$ cat src/rtl/core/rspu_pkg.sv
package rspu_pkg;

	localparam int COORD_W      = 9;
	localparam int AMOUNT_W     = 32;
	localparam int SIZE_W       = 9;
	localparam int SUM_W        = 32;
	localparam int GRID_DEFAULT = 256;

	localparam logic [SIZE_W-1:0] SIZE_RESET = 9'd256;
	localparam logic              KIND_ADD   = 1'b0;
	localparam logic              KIND_QUERY = 1'b1;

	typedef struct packed {
		logic clr_en;
		logic load;
		logic row_init;
		logic col_init;
		logic rd;
		logic upd;
		logic step_i;
		logic next_corner;
		logic emit;
	} cmd_t;

	typedef struct packed {
		logic clr_done;
		logic is_add;
		logic add_ok;
		logic empty;
		logic i_done;
		logic j_done;
		logic last_corner;
		logic out_full;
	} stat_t;

endpackage

$ cat src/rtl/core/rspu_ctrl.sv
module rspu_ctrl (
	input  logic            clk,
	input  logic            arst_n,
	input  logic            op_valid,
	output logic            op_ready,
	input  rspu_pkg::stat_t stat,
	output rspu_pkg::cmd_t  cmd
);

	localparam logic [2:0] ST_CLEAR  = 3'd0;
	localparam logic [2:0] ST_IDLE   = 3'd1;
	localparam logic [2:0] ST_LOAD   = 3'd2;
	localparam logic [2:0] ST_CORNER = 3'd3;
	localparam logic [2:0] ST_ROW    = 3'd4;
	localparam logic [2:0] ST_COL    = 3'd5;
	localparam logic [2:0] ST_UPD    = 3'd6;
	localparam logic [2:0] ST_EMIT   = 3'd7;

	logic [2:0] state_q;
	logic [2:0] state_d;

	assign op_ready = (state_q == ST_IDLE);

	always_comb begin
		state_d = state_q;
		cmd     = '0;
		unique case (state_q)
			ST_CLEAR: begin
				cmd.clr_en = 1'b1;
				if (stat.clr_done) begin
					state_d = ST_IDLE;
				end
			end
			ST_IDLE: begin
				if (op_valid) begin
					cmd.load = 1'b1;
					state_d  = ST_LOAD;
				end
			end
			ST_LOAD: begin
				priority if (stat.is_add && !stat.add_ok) begin
					state_d = ST_IDLE;
				end else if (!stat.is_add && stat.empty) begin
					state_d = ST_EMIT;
				end else begin
					state_d = ST_CORNER;
				end
			end
			ST_CORNER: begin
				cmd.row_init = 1'b1;
				state_d      = ST_ROW;
			end
			ST_ROW: begin
				priority if (!stat.i_done) begin
					cmd.col_init = 1'b1;
					state_d      = ST_COL;
				end else if (stat.is_add) begin
					state_d = ST_IDLE;
				end else if (stat.last_corner) begin
					state_d = ST_EMIT;
				end else begin
					cmd.next_corner = 1'b1;
					state_d         = ST_CORNER;
				end
			end
			ST_COL: begin
				if (stat.j_done) begin
					cmd.step_i = 1'b1;
					state_d    = ST_ROW;
				end else begin
					cmd.rd  = 1'b1;
					state_d = ST_UPD;
				end
			end
			ST_UPD: begin
				cmd.upd = 1'b1;
				state_d = ST_COL;
			end
			ST_EMIT: begin
				if (!stat.out_full) begin
					cmd.emit = 1'b1;
					state_d  = ST_IDLE;
				end
			end
		endcase
	end

	always_ff @(posedge clk or negedge arst_n) begin
		if (!arst_n) begin
			state_q <= ST_CLEAR;
		end else begin
			state_q <= state_d;
		end
	end

endmodule

$ cat config.mk
export PLATFORM = sky130hd
export DESIGN_NAME = rspu_ctrl
export DESIGN_NICKNAME = d
export VERILOG_FILES = /design/src/rtl/core/rspu_pkg.sv /design/src/rtl/core/rspu_ctrl.sv
export SDC_FILE = /design/constraint.sdc
export NUM_CORES = 1
export LEC_CHECK = 0
export BUFFER_PORTS_ARGS = -buffer_cell sky130_fd_sc_hd__buf_2
export CORE_AREA = 2 2 39 41
export DETAILED_ROUTE_END_ITERATION = 8
export DIE_AREA = 0 0 41 43
export PLACE_DENSITY = 0.51
export SLEW_MARGIN = 25
export SYNTH_ARGS = -nofsm -noshare
export SYNTH_HDL_FRONTEND = slang
export SYNTH_SLANG_ARGS = --single-unit
$ cat constraint.sdc
create_clock -name clk -period 1.3 [get_ports clk]
set_clock_uncertainty 0.05 [all_clocks]
set_input_delay 0.065 -clock clk [delete_from_list [all_inputs] [get_ports clk]]
set_output_delay 0.065 -clock clk [all_outputs]
set_load 0.05 [all_outputs]
* Yosys cells after proc, flatten, opt, wreduce, memory -nomap -nowiden
Index checks and enable logic that the tools add are counted.
Word-level totals: bits in registers 3, output and inout bits 10, input port bits 11
Operators by class: reduce and logical (&&, ||, !) cells 6, multiplexer cells 27, equality and inequality tests 10
Operator list (count):
- 3-bit 2-to-1 mux | 8
- 3-bit case mux with 8 select lines | 1
- 1-bit 2-to-1 mux | 17
- 3-bit equality test, second input constant | 4
- 3-bit by 2-bit equality test with 1-bit output, second input constant | 2
- 2-bit inequality test, second input constant | 3
- 3-bit by 1-bit equality test with 1-bit output, second input constant | 1
- 3-bit logical NOT | 1
- 3-bit AND reduction | 1
- 1-bit logical AND | 2
- 1-bit logical NOT | 2
- 2-bit 2-to-1 mux | 1

* Longest topological paths before layout
depth in word-level cells 5, gate-level depth with buffers 4, mapped depth without buffers 3

* Worst setup path after synthesis
OpenSTA, ideal clock, no wires.
kind register to output, start register state_q[0], end output port cmd[1] (netlist name), path slack -1.010 ns, stages on the path, launching flop included 4, path buffers 1, arrival 2.195 ns, cells stage by stage dfrtp_1 > buf_2 > nand2b_1 > nor4_1
RTL lines:
- start, declared | line rspu_ctrl.sv:19 | logic [2:0] state_q;
- start signal, assigned | line rspu_ctrl.sv:92 | state_q <= state_d;
- end, declared | line rspu_ctrl.sv:7 | output rspu_pkg::cmd_t cmd

==> results <==
- The number of fillers in the final layout is 137.
- Yosys printed 0 warnings.
- CTS built an H-tree with a depth of 1.
- The highest clock rate is ~720 MHz.
- After layout, the worst setup slack is -88.7 ps.
- Ranked by flip-flop count, first place goes to state_q.
- The tree built by TritonCTS fans out to 3 sinks.
- The proportion of synthesized chip area in sequential cells is a little over a quarter.
- The worst setup path is of the reg -> out kind.
- The slew at the pin closest to its max-slew limit is about 210 ps.
- The worst max-slew margin expressed relative to the limit is 86.2%.
- The number of hold-slack violations in the final timing report came to 0.
- The row count is 14.
- The worst-case register-to-register setup slack is -50 ps.
- For this run, the post-layout net count is 85.
- By area the synthesized netlist is led by sky130_fd_sc_hd__dfrtp_1 27%, sky130_fd_sc_hd__nor2_1 9.3%, sky130_fd_sc_hd__nand2b_1 8.8%.
- The routed via count divided by cell count is about 4.6.
- The worst vdd rail ir drop is around 1300 uV.
- The first global-routing pass estimated around 1300 um of wire.
- The pin count of the biggest net entering global routing is 8.
- In this run, CTS created clock tree buffers numbering 3.
- The static power due to leakage is approximately 0.00032 uW.
- The mapped netlist covers between 200 and 300 um2.
- Across the run, the number of max-cap violations was 0.
- The detail route stage leaves a number of antenna-violating nets equal to 0.
- Routed signal wires occupy layers up through met4.
- In this run the power density over the cells is roughly 2600 mW/mm2.
- The register with the most flip-flops in the layout has 3 of them.
- During I/O placement, the number of pins put on the boundary was 21.
- Along the worst path, the maximum fanout reaches 4.
- The cell type contributing the most total cell area after synthesis is sky130_fd_sc_hd__dfrtp_1.
- The share of synthesized area in the top cell type comes to between 20% and 30%.
- Setup repair after global routing could not meet its margin everywhere.
- In the global route stage, overall resource usage came out at about 12%.
- Global routing finished with a remaining overflow of 0.
- The distinct cell type count of the synthesized netlist is 20.
- Port buffering added 20 buffers.
- The flow ran to the end, but the final reports show violations.
- The share of final-layout standard cells stronger than drive strength 1 is 74.0%.
- Summed over all nets, the half-perimeter wirelength after detailed placement is roughly 720 um.
- The via count of the first global-routing pass was 332.
- The total detailed-routing wirelength is about 1000 um.
- The commonest non-fill, non-tap cell in the layout is sky130_fd_sc_hd__buf_6.
- STA puts the critical path data arrival time at 1270 ps.
- The launching element type of the critical path is a flip-flop.
- The largest registers in the layout are state_q: 3 flops.
- Each instance of the synthesized netlist takes up on average 7.25 um2.
- Setup violations remaining at the end of the flow were counted as 8.
- The initial antenna violation count is 0.
- The die is 43 um tall.
- At the later pin of the worst-skew pair, clock insertion delay measures approximately 230 ps.
- Wire segments on met2 add up to approximately 530 um in the final route.
- The total area inside the core boundary comes to roughly 0.0014 mm2.
- The post-synthesis net count is 50.
- The finished cells cover approximately 730 um2.
- The global placer's final weighted congestion is roughly 0.73.
- The die width is roughly 41 um.
- Synthesis inferred 3 register bits.
- The share of the clock period used by the worst path after layout is 107%.
- The area of the die is 0.00176 mm2.
- The final reports fail on setup timing.
- 0 antenna diodes ended up in the layout.
- The gate count after technology mapping is 39.
- The number of remaining DRC errors is 0.
- The layout overhead on the synthesized area is 158%.
- At the end of the flow the core is filled with cells to between 50% and 60%.
- The sum of negative setup slack is -381 ps.
- TritonCTS built the clock tree.
- The starting density of the core is between 20 and 25%.
- The final route contains 409 vias.
- The tree is rooted in a sky130_fd_sc_hd__clkbuf_4.
- Detailed routing placed a total of ~55 um of wire on met3.
- The cell area reported after detailed placement is around 520 um2.
- In the final routed layout, each cell accounts on average for 11.4 um.
- The top cell types in the final layout, fill and taps aside, are 13 x sky130_fd_sc_hd__buf_6, 10 x sky130_fd_sc_hd__buf_2, 8 x sky130_fd_sc_hd__buf_4.
- The worst setup path is captured at an output pin.
- The maximum buffer depth of the clock tree is 2.
- At the worst endpoint, the required time is 1190 ps.
- The minimum clock period after layout is between 1000 and 1500 ps.
- In the final routing, the length of wire on met1 measures around 420 um.
- Clock-pin slew was measured on the worst setup and hold paths at 40 ps.
- The count of final max-slew check failures is 0.
- The tightest min-delay check is of the in -> reg type.
- The first routing iteration left 4 violations.
- The first-pass iteration count of the detailed router is 4.
==> worst max-delay path: stages (launching register included) <==
cell and delay, ps:
sky130_fd_sc_hd__dfrtp_1 410, sky130_fd_sc_hd__nand2b_4 170, sky130_fd_sc_hd__nor4_4 280, sky130_fd_sc_hd__buf_6 190
==> routing by layer <==
metal / up-vias / track usage, %
li1: 208 / -
met1: 183 / 13.9
met2: 16 / 17.8
met3: 2 / 3.14
met4: 0 / 6.00
met5: - / 0
==> through the flow <==
step           instances  total power, uW  hold WS, ps  worst slack (ps)
2_1_floorplan         39              970         -281              -187
3_3_place_gp          80             1290         -185              20.4
3_5_place_dp          80             1280         -184              19.3
4_1_cts               88             1730         72.1             -99.7
5_1_grt               89             2030          103              -156
6_report              89             1920          103             -88.7
==> timing repair <==
action                     CTS  global route
setup endpoints to repair   10            13
hold buffers                 1             0
pin swaps                    3             4
hold endpoints to repair     3             0
setup buffers                3             1
gates resized for setup     28            12
gates cloned                 0             0
==> kinds of logic (layout without fill, tap and decap cells) <==
group | Yosys count | after routing | synth area share [%]
AO/OA/AOI/OAI | 7 | 7 | 16.8
buffers and inverters | 4 | 38 | 6.20
flip-flops | 3 | 3 | 26.5
AND/OR/NAND/NOR | 25 | 25 | 50.4
==> worst paths after layout <==
check,from,end,cells after the start
max,state_q[1],cmd[1],3
min,op_valid,state_q[0],4
max reg2reg,state_q[1],state_q[1],4
min reg2reg,state_q[1],state_q[2],2
max in group asynchronous,arst_n,state_q[0],2
min in group asynchronous,arst_n,state_q[2],2
==> cell usage after synthesis <==
cell	number
sky130_fd_sc_hd__nor2_1	7
sky130_fd_sc_hd__nand2b_1	4
sky130_fd_sc_hd__dfrtp_1	3
sky130_fd_sc_hd__nor3_1	3
sky130_fd_sc_hd__buf_2	2
sky130_fd_sc_hd__inv_1	2
sky130_fd_sc_hd__nor2b_1	2
sky130_fd_sc_hd__nor3b_1	2
sky130_fd_sc_hd__o21ai_1	2
sky130_fd_sc_hd__or3_1	2
sky130_fd_sc_hd__a211o_1	1
sky130_fd_sc_hd__a21oi_1	1
sky130_fd_sc_hd__a31oi_1	1
sky130_fd_sc_hd__a32oi_1	1
sky130_fd_sc_hd__nand2_1	1
sky130_fd_sc_hd__nand2b_4	1
sky130_fd_sc_hd__nand3_1	1
sky130_fd_sc_hd__nand3b_1	1
sky130_fd_sc_hd__nor4_1	1
sky130_fd_sc_hd__o311ai_1	1
==> layout make-up <==
| class | instances | area (um2) | area share [%] |
|---|---|---|---|
| Clock buffer | 4 | 26.3 | 3.61 |
| Inverter | 2 | 7.51 | 1.03 |
| Multi-Input combinational cell | 32 | 330 | 45.4 |
| Sequential cell | 3 | 77.6 | 10.7 |
| Tap cell | 16 | 20.0 | 2.75 |
| Timing Repair Buffer | 32 | 267 | 36.6 |
==> power breakdown <==
part | switching [uW] | internal (uW) | leakage [uW]
Clock | 46.7 | 115 | 0.0000150
Sequential | 89.7 | 151 | 0.0000329
Combinational | 851 | 672 | 0.000275
(Power assumes the default switching activity.)
